`config.mk`:
```
export PLATFORM = sky130hd
export DESIGN_NAME = priority_round_robin_scheduler_flat
export DESIGN_NICKNAME = d
export VERILOG_FILES = /design/src/sv/prrs_pkg.sv /design/src/sv/prrs_in_if.sv /design/src/sv/prrs_out_if.sv /design/src/sv/prrs_ctrl.sv /design/src/sv/prrs_dp.sv /design/src/sv/priority_round_robin_scheduler.sv /design/src/flat_wrapper.sv
export SDC_FILE = /design/constraint.sdc
export NUM_CORES = 1
export LEC_CHECK = 0
export ABC_AREA = 1
export BUFFER_PORTS_ARGS = -buffer_cell sky130_fd_sc_hd__buf_2
export CORE_ASPECT_RATIO = 1.75
export CORE_MARGIN = 8
export CORE_UTILIZATION = 69
export CTS_CLUSTER_SIZE = 16
export DETAILED_ROUTE_END_ITERATION = 8
export PLACE_DENSITY = 0.95
export SLEW_MARGIN = 20
export SYNTH_ARGS = -nofsm -noshare
export SYNTH_HDL_FRONTEND = slang
export SYNTH_SLANG_ARGS = --single-unit
```
`constraint.sdc`:
```
create_clock -name clk -period 10.7 [get_ports clk]
set_input_delay 0.535 -clock clk [delete_from_list [all_inputs] [get_ports clk]]
set_output_delay 0.535 -clock clk [all_outputs]
set_load 0.03 [all_outputs]
```
`src/sv/prrs_pkg.sv`:
```
// prrs_pkg: constants, codes and controller/datapath types of the
// priority round-robin scheduler; no dependencies
package prrs_pkg;

  localparam int MAX_TASKS       = 8;
  localparam int PRIORITY_LEVELS = 4;
  localparam int TICK_BITS       = 16;

  localparam int KIND_W   = 3;
  localparam int PRIO_W   = 2;
  localparam int TIDX_W   = 3;
  localparam int BTICK_W  = 16;
  localparam int NEXT_W   = 4;
  localparam int ASSIGN_W = 3;

  localparam int ID_W   = (MAX_TASKS > 1) ? $clog2(MAX_TASKS) : 1;
  localparam int TASK_W = $clog2(MAX_TASKS + 1);
  localparam int CNT_W  = $clog2(MAX_TASKS + 1);
  localparam int LVL_W  = (PRIORITY_LEVELS > 1) ? $clog2(PRIORITY_LEVELS) : 1;

  localparam logic [TASK_W-1:0] IDLE_ID = TASK_W'(MAX_TASKS);

  localparam logic [KIND_W-1:0] KIND_ADD   = 3'd0;
  localparam logic [KIND_W-1:0] KIND_START = 3'd1;
  localparam logic [KIND_W-1:0] KIND_TICK  = 3'd2;
  localparam logic [KIND_W-1:0] KIND_YIELD = 3'd3;
  localparam logic [KIND_W-1:0] KIND_BLOCK = 3'd4;

  localparam logic [1:0] TS_READY   = 2'd0;
  localparam logic [1:0] TS_RUNNING = 2'd1;
  localparam logic [1:0] TS_BLOCKED = 2'd2;

  typedef struct packed {
    logic accept;
    logic dec;
    logic first;
    logic step;
    logic commit;
    logic load;
  } prrs_cmd_t;

  typedef struct packed {
    logic started;
    logic fin;
    logic out_free;
  } prrs_sts_t;

endpackage

```
`src/sv/prrs_in_if.sv`:
```
// prrs_in_if: request channel of the scheduler
// depends on prrs_pkg
interface prrs_in_if;
  import prrs_pkg::*;
  logic                valid;
  logic                ready;
  logic [KIND_W-1:0]   kind;
  logic [PRIO_W-1:0]   priority_req;
  logic [TIDX_W-1:0]   task_index;
  logic [BTICK_W-1:0]  block_ticks;
  modport source (output valid, kind, priority_req, task_index, block_ticks, input ready);
  modport sink   (input valid, kind, priority_req, task_index, block_ticks, output ready);
endinterface

```
`src/sv/prrs_out_if.sv`:
```
// prrs_out_if: result channel of the scheduler
// depends on prrs_pkg
interface prrs_out_if;
  import prrs_pkg::*;
  logic                valid;
  logic                ready;
  logic [NEXT_W-1:0]   next_task;
  logic                switch_needed;
  logic [ASSIGN_W-1:0] assigned_id;
  logic                error_code;
  modport source (output valid, next_task, switch_needed, assigned_id, error_code, input ready);
  modport sink   (input valid, next_task, switch_needed, assigned_id, error_code, output ready);
endinterface

```
`src/sv/prrs_ctrl.sv`:
```
// prrs_ctrl: sequencing state machine of the scheduler
// depends on prrs_pkg
module prrs_ctrl (
  input  logic                        clk,
  input  logic                        rst_n,
  input  logic                        in_valid,
  input  logic [prrs_pkg::KIND_W-1:0] in_kind,
  output logic                        in_ready,
  input  prrs_pkg::prrs_sts_t         sts,
  output prrs_pkg::prrs_cmd_t         cmd
);
  import prrs_pkg::*;

  localparam logic [2:0] ST_IDLE   = 3'd0;
  localparam logic [2:0] ST_DEC    = 3'd1;
  localparam logic [2:0] ST_SCHED  = 3'd2;
  localparam logic [2:0] ST_COMMIT = 3'd3;
  localparam logic [2:0] ST_OUT    = 3'd4;

  logic [2:0] state_r, state_nxt;

  assign in_ready = (state_r == ST_IDLE);

  always_comb begin
    state_nxt = state_r;
    cmd = '0;
    unique case (state_r)
      ST_IDLE: begin
        if (in_valid) begin
          cmd.accept = 1'b1;
          if (in_kind == KIND_TICK) state_nxt = ST_DEC;
          else if (in_kind == KIND_YIELD) state_nxt = ST_SCHED;
          else state_nxt = ST_OUT;
        end
      end
      ST_DEC: begin
        cmd.dec = 1'b1;
        state_nxt = ST_SCHED;
      end
      ST_SCHED: begin
        if (!sts.started) begin
          cmd.first = 1'b1;
          state_nxt = ST_OUT;
        end else begin
          cmd.step = 1'b1;
          if (sts.fin) state_nxt = ST_COMMIT;
        end
      end
      ST_COMMIT: begin
        cmd.commit = 1'b1;
        state_nxt = ST_OUT;
      end
      ST_OUT: begin
        if (sts.out_free) begin
          cmd.load = 1'b1;
          state_nxt = ST_IDLE;
        end
      end
      default: state_nxt = ST_IDLE;
    endcase
  end

  always_ff @(posedge clk) begin
    if (!rst_n) state_r <= ST_IDLE;
    else state_r <= state_nxt;
  end

endmodule

```
`src/sv/prrs_dp.sv`:
```
// prrs_dp: task tables, level scan step and result register
// depends on prrs_pkg
module prrs_dp (
  input  logic                          clk,
  input  logic                          rst_n,
  input  prrs_pkg::prrs_cmd_t           cmd,
  output prrs_pkg::prrs_sts_t           sts,
  input  logic [prrs_pkg::KIND_W-1:0]   in_kind,
  input  logic [prrs_pkg::PRIO_W-1:0]   in_prio,
  input  logic [prrs_pkg::TIDX_W-1:0]   in_tidx,
  input  logic [prrs_pkg::BTICK_W-1:0]  in_bticks,
  input  logic                          out_ready,
  output logic                          out_valid,
  output logic [prrs_pkg::NEXT_W-1:0]   out_next,
  output logic                          out_sw,
  output logic [prrs_pkg::ASSIGN_W-1:0] out_assigned,
  output logic                          out_err
);
  import prrs_pkg::*;

  logic [LVL_W-1:0]     prio_r  [MAX_TASKS];
  logic [1:0]           stat_r  [MAX_TASKS];
  logic [TICK_BITS-1:0] ticks_r [MAX_TASKS];
  logic [CNT_W-1:0]     lcnt_r  [PRIORITY_LEVELS];
  logic [CNT_W-1:0]     lptr_r  [PRIORITY_LEVELS];
  logic [CNT_W-1:0]     ntask_r;
  logic [TASK_W-1:0]    run_r;
  logic                 started_r;
  logic [LVL_W-1:0]     lvl_r;
  logic [CNT_W-1:0]     tot_r;
  logic [CNT_W-1:0]     here_r;
  logic                 sw_r;
  logic [TASK_W-1:0]    next_r;
  logic [ID_W-1:0]      assigned_r;
  logic                 err_r;
  logic                 out_valid_r;
  logic [NEXT_W-1:0]    out_next_r;
  logic                 out_sw_r;
  logic [ASSIGN_W-1:0]  out_assigned_r;
  logic                 out_err_r;

  logic [CNT_W-1:0]  cnt, ptr, kk, ptr_w, tot_n, here_n;
  logic [ID_W-1:0]   cand;
  logic [CNT_W-1:0]  seen;
  logic              found;
  logic [1:0]        es;
  logic              wake, last_lvl, fin, fin_sw, adv, blk;
  logic [TASK_W-1:0] fin_id;
  logic [LVL_W-1:0]  add_lvl;
  logic [ID_W-1:0]   run_idx, next_idx;

  assign add_lvl  = (int'(in_prio) >= PRIORITY_LEVELS) ? LVL_W'(PRIORITY_LEVELS - 1)
                                                      : LVL_W'(in_prio);
  assign run_idx  = run_r[ID_W-1:0];
  assign next_idx = next_r[ID_W-1:0];

  // candidate selection for one scan step
  always_comb begin
    cnt  = lcnt_r[lvl_r];
    ptr  = lptr_r[lvl_r];
    kk   = (ptr >= cnt) ? ptr - cnt : ptr;
    cand = '0;
    seen = '0;
    found = 1'b0;
    for (int i = 0; i < MAX_TASKS; i++) begin
      if (CNT_W'(i) < ntask_r && prio_r[i] == lvl_r) begin
        if (!found && seen == kk) begin
          cand  = ID_W'(i);
          found = 1'b1;
        end
        seen = seen + 1'b1;
      end
    end
    wake     = (stat_r[cand] == TS_BLOCKED) && (ticks_r[cand] == '0);
    es       = wake ? TS_READY : stat_r[cand];
    last_lvl = (lvl_r == LVL_W'(PRIORITY_LEVELS - 1));
    tot_n    = tot_r + 1'b1;
    here_n   = here_r + 1'b1;
    fin      = 1'b0;
    fin_sw   = 1'b1;
    fin_id   = IDLE_ID;
    adv      = 1'b0;
    blk      = 1'b0;
    ptr_w    = kk + 1'b1;
    if (cnt == '0) begin
      ptr_w = '0;
      adv   = 1'b1;
      fin   = last_lvl;
    end else if (es == TS_READY) begin
      fin    = 1'b1;
      fin_id = TASK_W'(cand);
    end else if (es == TS_RUNNING) begin
      fin    = 1'b1;
      fin_sw = 1'b0;
      fin_id = TASK_W'(cand);
    end else begin
      blk = 1'b1;
      if (tot_n == ntask_r) begin
        fin = 1'b1;
      end else if (here_n >= cnt) begin
        ptr_w = '0;
        adv   = 1'b1;
        fin   = last_lvl;
      end
    end
  end

  assign sts.started  = started_r;
  assign sts.fin      = fin;
  assign sts.out_free = !out_valid_r || out_ready;

  // task tables
  always_ff @(posedge clk) begin
    if (cmd.accept && in_kind == KIND_ADD && ntask_r < CNT_W'(MAX_TASKS)) begin
      prio_r[ntask_r[ID_W-1:0]] <= add_lvl;
      stat_r[ntask_r[ID_W-1:0]] <= TS_READY;
    end
    if (cmd.accept && in_kind == KIND_START && run_r < IDLE_ID
        && stat_r[run_idx] == TS_RUNNING) begin
      stat_r[run_idx] <= TS_READY;
    end
    if (cmd.accept && in_kind == KIND_BLOCK && int'(in_tidx) < int'(ntask_r)) begin
      stat_r[ID_W'(in_tidx)] <= TS_BLOCKED;
    end
    if (cmd.step && cnt != '0 && wake) begin
      stat_r[cand] <= TS_READY;
    end
    if (cmd.commit && sw_r) begin
      if (run_r < IDLE_ID && stat_r[run_idx] == TS_RUNNING) stat_r[run_idx] <= TS_READY;
      if (next_r < IDLE_ID) stat_r[next_idx] <= TS_RUNNING;
    end
  end

  // control state
  always_ff @(posedge clk) begin
    if (!rst_n) begin
      for (int i = 0; i < MAX_TASKS; i++) ticks_r[i] <= '0;
      for (int l = 0; l < PRIORITY_LEVELS; l++) begin
        lcnt_r[l] <= '0;
        lptr_r[l] <= '0;
      end
      ntask_r     <= '0;
      run_r       <= IDLE_ID;
      started_r   <= 1'b0;
      out_valid_r <= 1'b0;
    end else begin
      if (cmd.accept) begin
        unique case (in_kind)
          KIND_ADD: begin
            if (ntask_r < CNT_W'(MAX_TASKS)) begin
              ticks_r[ntask_r[ID_W-1:0]] <= '0;
              lcnt_r[add_lvl] <= lcnt_r[add_lvl] + 1'b1;
              ntask_r <= ntask_r + 1'b1;
            end
          end
          KIND_START: begin
            run_r     <= IDLE_ID;
            started_r <= 1'b0;
            for (int l = 0; l < PRIORITY_LEVELS; l++) lptr_r[l] <= '0;
          end
          KIND_BLOCK: begin
            if (int'(in_tidx) < int'(ntask_r)) ticks_r[ID_W'(in_tidx)] <= TICK_BITS'(in_bticks);
          end
          default: ;
        endcase
      end
      if (cmd.dec) begin
        for (int i = 0; i < MAX_TASKS; i++) begin
          if (CNT_W'(i) < ntask_r && ticks_r[i] != '0) ticks_r[i] <= ticks_r[i] - 1'b1;
        end
      end
      if (cmd.first) begin
        for (int l = 0; l < PRIORITY_LEVELS; l++) lptr_r[l] <= '0;
        run_r     <= IDLE_ID;
        started_r <= 1'b1;
      end
      if (cmd.step) lptr_r[lvl_r] <= ptr_w;
      if (cmd.commit && sw_r) run_r <= next_r;
      if (cmd.load) out_valid_r <= 1'b1;
      else if (out_ready) out_valid_r <= 1'b0;
    end
  end

  // scan and result payload
  always_ff @(posedge clk) begin
    if (cmd.accept) begin
      lvl_r      <= '0;
      tot_r      <= '0;
      here_r     <= '0;
      sw_r       <= 1'b0;
      assigned_r <= '0;
      err_r      <= 1'b0;
      if (in_kind == KIND_ADD) begin
        if (ntask_r < CNT_W'(MAX_TASKS)) assigned_r <= ntask_r[ID_W-1:0];
        else err_r <= 1'b1;
      end
    end
    if (cmd.first) sw_r <= 1'b1;
    if (cmd.step) begin
      if (blk) tot_r <= tot_n;
      if (adv) begin
        here_r <= '0;
        if (!last_lvl) lvl_r <= lvl_r + 1'b1;
      end else if (blk) begin
        here_r <= here_n;
      end
      if (fin) begin
        sw_r   <= fin_sw;
        next_r <= fin_id;
      end
    end
    if (cmd.load) begin
      out_next_r     <= NEXT_W'(run_r);
      out_sw_r       <= sw_r;
      out_assigned_r <= ASSIGN_W'(assigned_r);
      out_err_r      <= err_r;
    end
  end

  assign out_valid    = out_valid_r;
  assign out_next     = out_next_r;
  assign out_sw       = out_sw_r;
  assign out_assigned = out_assigned_r;
  assign out_err      = out_err_r;

endmodule

```
`src/sv/priority_round_robin_scheduler.sv`:
```
// Priority round-robin task scheduler, top level.
// Request channel in_ch carries kind (add, start, tick, yield, block),
// priority_req, task_index and block_ticks; result channel out_ch returns
// next_task (8 = idle), switch_needed, assigned_id and error_code, exactly
// one result transaction per request transaction.
// Add, start, block and unused kinds go from accept straight to the result
// load. A yield runs the level scan and then a commit step; a tick first
// decrements the block counters. The scan has at most MAX_TASKS +
// PRIORITY_LEVELS - 1 steps: one candidate task or one empty level per cycle.
// The first schedule after reset or start selects idle without a scan.
// One request is processed at a time; in_ch.ready is high only while the
// block waits for a request. The result register frees as out_ch takes it,
// so a stalled receiver holds back only the next result, not the next accept.
// Synchronous reset (rst_n low) empties the task table, clears block
// counters, level pointers and the result valid flag, and selects idle.
// depends on prrs_pkg, prrs_in_if, prrs_out_if, prrs_ctrl, prrs_dp
module priority_round_robin_scheduler (
  input logic        clk,
  input logic        rst_n,
  prrs_in_if.sink    in_ch,
  prrs_out_if.source out_ch
);
  import prrs_pkg::*;

  prrs_cmd_t cmd;
  prrs_sts_t sts;

  prrs_ctrl u_ctrl (
    .clk      (clk),
    .rst_n    (rst_n),
    .in_valid (in_ch.valid),
    .in_kind  (in_ch.kind),
    .in_ready (in_ch.ready),
    .sts      (sts),
    .cmd      (cmd)
  );

  prrs_dp u_dp (
    .clk          (clk),
    .rst_n        (rst_n),
    .cmd          (cmd),
    .sts          (sts),
    .in_kind      (in_ch.kind),
    .in_prio      (in_ch.priority_req),
    .in_tidx      (in_ch.task_index),
    .in_bticks    (in_ch.block_ticks),
    .out_ready    (out_ch.ready),
    .out_valid    (out_ch.valid),
    .out_next     (out_ch.next_task),
    .out_sw       (out_ch.switch_needed),
    .out_assigned (out_ch.assigned_id),
    .out_err      (out_ch.error_code)
  );

endmodule

```
`src/flat_wrapper.sv`:
```
// flat-port wrapper written by rule: the top's interface ports become plain ports
module priority_round_robin_scheduler_flat import prrs_pkg::*;
  (clk, rst_n, in_ch_valid, in_ch_kind, in_ch_priority_req, in_ch_task_index, in_ch_block_ticks, in_ch_ready, out_ch_valid, out_ch_next_task, out_ch_switch_needed, out_ch_assigned_id, out_ch_error_code, out_ch_ready);
  prrs_in_if in_ch_i ();
  prrs_out_if out_ch_i ();
  input logic clk;
  input logic rst_n;
  input wire logic [$bits(in_ch_i.valid)-1:0] in_ch_valid;
  input wire logic [$bits(in_ch_i.kind)-1:0] in_ch_kind;
  input wire logic [$bits(in_ch_i.priority_req)-1:0] in_ch_priority_req;
  input wire logic [$bits(in_ch_i.task_index)-1:0] in_ch_task_index;
  input wire logic [$bits(in_ch_i.block_ticks)-1:0] in_ch_block_ticks;
  output wire logic [$bits(in_ch_i.ready)-1:0] in_ch_ready;
  output wire logic [$bits(out_ch_i.valid)-1:0] out_ch_valid;
  output wire logic [$bits(out_ch_i.next_task)-1:0] out_ch_next_task;
  output wire logic [$bits(out_ch_i.switch_needed)-1:0] out_ch_switch_needed;
  output wire logic [$bits(out_ch_i.assigned_id)-1:0] out_ch_assigned_id;
  output wire logic [$bits(out_ch_i.error_code)-1:0] out_ch_error_code;
  input wire logic [$bits(out_ch_i.ready)-1:0] out_ch_ready;
  assign in_ch_i.valid = in_ch_valid;
  assign in_ch_i.kind = in_ch_kind;
  assign in_ch_i.priority_req = in_ch_priority_req;
  assign in_ch_i.task_index = in_ch_task_index;
  assign in_ch_i.block_ticks = in_ch_block_ticks;
  assign in_ch_ready = in_ch_i.ready;
  assign out_ch_valid = out_ch_i.valid;
  assign out_ch_next_task = out_ch_i.next_task;
  assign out_ch_switch_needed = out_ch_i.switch_needed;
  assign out_ch_assigned_id = out_ch_i.assigned_id;
  assign out_ch_error_code = out_ch_i.error_code;
  assign out_ch_i.ready = out_ch_ready;
  priority_round_robin_scheduler u_core (.clk(clk), .rst_n(rst_n), .in_ch(in_ch_i), .out_ch(out_ch_i));
endmodule
```
==> results.json <==
{
  "synthesis.area_um2": 14800,
  "multi_input_area_um2": 7180,
  "crit_fanout": 15,
  "p_leak_nw": 6.49,
  "dpl-instance-area_um2": 15100,
  "yosys.area.top_type": "edfxtp_1",
  "final-seq-area_um2": 6660,
  "netlist_instances": 1789,
  "grt_start_max_net_pins": 28,
  "htree_levels": 1,
  "drive_above_1_share_pct": 9.84,
  "avgRoutedWirePerCell_um": 19.6,
  "cts_root_buffer": "clkbuf_16",
  "design.die.area_um2": 26600,
  "p_total_mw": 2.11,
  "cts_tree": "done",
  "slew_viol_final": 0,
  "cts_buffer_depth": 3,
  "synthTopCellsByArea": "edfxtp_1, nand2_1, nor2_1",
  "ys_seq_elements": 236,
  "synth_common_cells": "nand2_1, nor2_1, edfxtp_1",
  "dp_slack_ns": 4.29,
  "yosysWarnings": 0,
  "tightest_slew_ns": 1.14,
  "dp_hpwl_um": 29800,
  "avgSynthCellArea_um2": 8.27,
  "cp-end-kind": "register",
  "grt_overflow": 0,
  "cp.required_ns": 11.13,
  "cp_slowest_stage_delay_ns": 0.45,
  "hold_class": "primary input to register",
  "fin_crit_sh_pct": 60.5,
  "ir_drop_v": 0.000143,
  "grt_pass1_wl_um": 64700,
  "synth_edf_count": 193,
  "fp.coreArea_um2": 21300,
  "start_kind": "register",
  "drt_iter0_markers": 1242,
  "viasPerCell": 6.29,
  "cap_violations": 0,
  "synth_top_area_share_pct": 39.2,
  "synthArstFlopShare_pct": 0,
  "cts.sinks": 236,
  "start_util_pct": 69.4,
  "io_pins": 39,
  "nFillCells": 1541,
  "hold_ws_ns": 0.343,
  "layout.nets": 1879,
  "portBuffers": 38,
  "path_class": "register to register",
  "synth_most_common_cell": "nand2_1",
  "area_growth_pct": 6.96,
  "vias": 13100,
  "timing.fmax_mhz": 154,
  "placementRows": 71,
  "status": "finished, final reports clean",
  "ant_nets": 0,
  "cpMaxStageDelayCell": "dfxtp_1",
  "arrival_ns": 6.90,
  "setup_tns_ns": 0,
  "route.detailed.drc": 0,
  "setup_ws_ns": 4.23,
  "insertion_delay_ns": 0.53,
  "hold_viol_final": 0,
  "synth-seq-area-share_pct": 45.0,
  "setup_viol": 0,
  "synth_flop_cell": "edfxtp_1",
  "p_per_area_nw_per_um2": 133,
  "wl_um": 40800,
  "grt_pass1_vias": 13100,
  "first_pass_iters": 6,
  "clk_pin_slew_ns": 0.07,
  "rrSetupSlack_ns": 4.23,
  "fp.dieH_um": 210,
  "postCtsSetupBuffers": 0,
  "post-route-util_pct": 74.2,
  "stdcell_area_um2": 15800,
  "maxSlewHeadroom_pct": 23.1,
  "grt_setup_unrepaired": "false",
  "synthDistinctLibCells": 57,
  "min_period_ns": 6.47,
  "skew_ns": 0.0201,
  "antenna_cells": 0,
  "worst_path_most_repeated_cell": "nand2_1",
  "antenna_found_initial": 0,
  "die_x_um": 127,
  "dp.cells": 2044,
  "cts-resized-gates": 0,
  "gp_congestion": 0.989,
  "hold_buffers": 0,
  "cts-buffers-inserted": 22,
  "syn_nets": 1855,
  "instances_no_fill": 2084,
  "groute.usage.overall_pct": 30.4
}
-- cell families after synthesis --
family | share of synthesized area [%]
and+or+nand+nor | 27.8
adders and majority gates | 3.26
DFF | 45.0
buffers and inverters | 6.54
xor gates and xnor gates | 7.16
AOI/OAI and AO/OA | 10.3
-- layer usage --
metal	share of wire (%)	vias up	global-route usage, %
met1	34	6047	30.6
li1	-	6167	-
met3	6.8	199	4.47
met4	7.5	0	22.9
met2	52	690	55.4
met5	0	-	0
-- worst max-delay path: cells and delay by family, from the launching register on --
kind,cells,cell delay [ns]
adder cells (fa/ha/maj),6,1.69
AND/OR/NAND/NOR,30,3.58
buffers and inverters,6,0.66
flip-flops,1,0.45
-- sequential cells by signal (all words and copies together), names as in the netlist, named ones only --
| signal | count |
|---|---|
| u_core.u_dp.lptr_r | 16 |
| u_core.u_dp.lcnt_r | 16 |
| u_core.u_dp.out_sw | 1 |
| u_core.u_dp.out_valid | 1 |
| u_core.u_dp.prio_r | 16 |
| u_core.u_dp.started_r | 1 |
| u_core.u_dp.tot_r | 4 |
| u_core.u_dp.here_r | 4 |
| u_core.u_dp.ntask_r | 4 |
| u_core.u_dp.sw_r | 1 |
| u_core.u_dp.run_r | 4 |
| u_core.u_dp.stat_r | 16 |
| u_core.u_dp.lvl_r | 2 |
| u_core.u_dp.assigned_r | 3 |
| u_core.u_dp.err_r | 1 |
| u_core.u_dp.out_next | 4 |
| u_core.u_dp.out_err | 1 |
| u_core.u_dp.ticks_r | 128 |
| u_core.u_dp.next_r | 4 |
| u_core.u_ctrl.state_r | 3 |
| u_core.u_dp.out_assigned | 3 |
-- power breakdown --
part / leakage [nW] / switching (mW) / internal (mW)
logic: 3.84 / 0.163 / 0.0753
registers: 2.30 / 0.0323 / 1.03
clock network: 0.352 / 0.359 / 0.445
total: 6.49 / 0.554 / 1.55
-- area by class of cell --
class	instances	area share, %
Clock buffer	29	3.77
Clock inverter	11	0.790
Inverter	194	4.64
Multi-Input combinational cell	1318	45.4
Sequential cell	236	42.1
Tap cell	255	2.02
Timing Repair Buffer	41	1.34
-- final timing paths --
path | startpoint | endpoint | cells after the start
setup reg to reg | u_core.u_dp.ntask_r[1]$_SDFFE_PN0P_ | u_core.u_dp.stat_r[5][1]$_SDFFE_PP0P_ | 42
hold reg to reg | u_core.u_dp.err_r$_SDFFCE_PP0P_ | u_core.u_dp.out_err$_DFFE_PP_ | 0
setup / recovery | u_core.u_dp.ntask_r[1]$_SDFFE_PN0P_ | u_core.u_dp.stat_r[5][1]$_SDFFE_PP0P_ | 42
hold / removal | out_ch_ready | u_core.u_dp.out_valid$_SDFFE_PN0P_ | 4
-- layout by cell type (no fill, tap or decap), drive strengths merged, types with 41 or more instances in the layout --
master / Yosys / routed
a21oi: 48 / 48
buf: 14 / 41
dfxtp: 43 / 43
edfxtp: 193 / 193
inv: 189 / 189
nand2: 393 / 393
nand3: 137 / 137
nor2: 262 / 262
nor3: 46 / 46
o21ai: 75 / 75
o22ai: 99 / 99
xnor2: 53 / 53
xor2: 68 / 68
No activity file was read; power rests on OpenSTA's default activity.
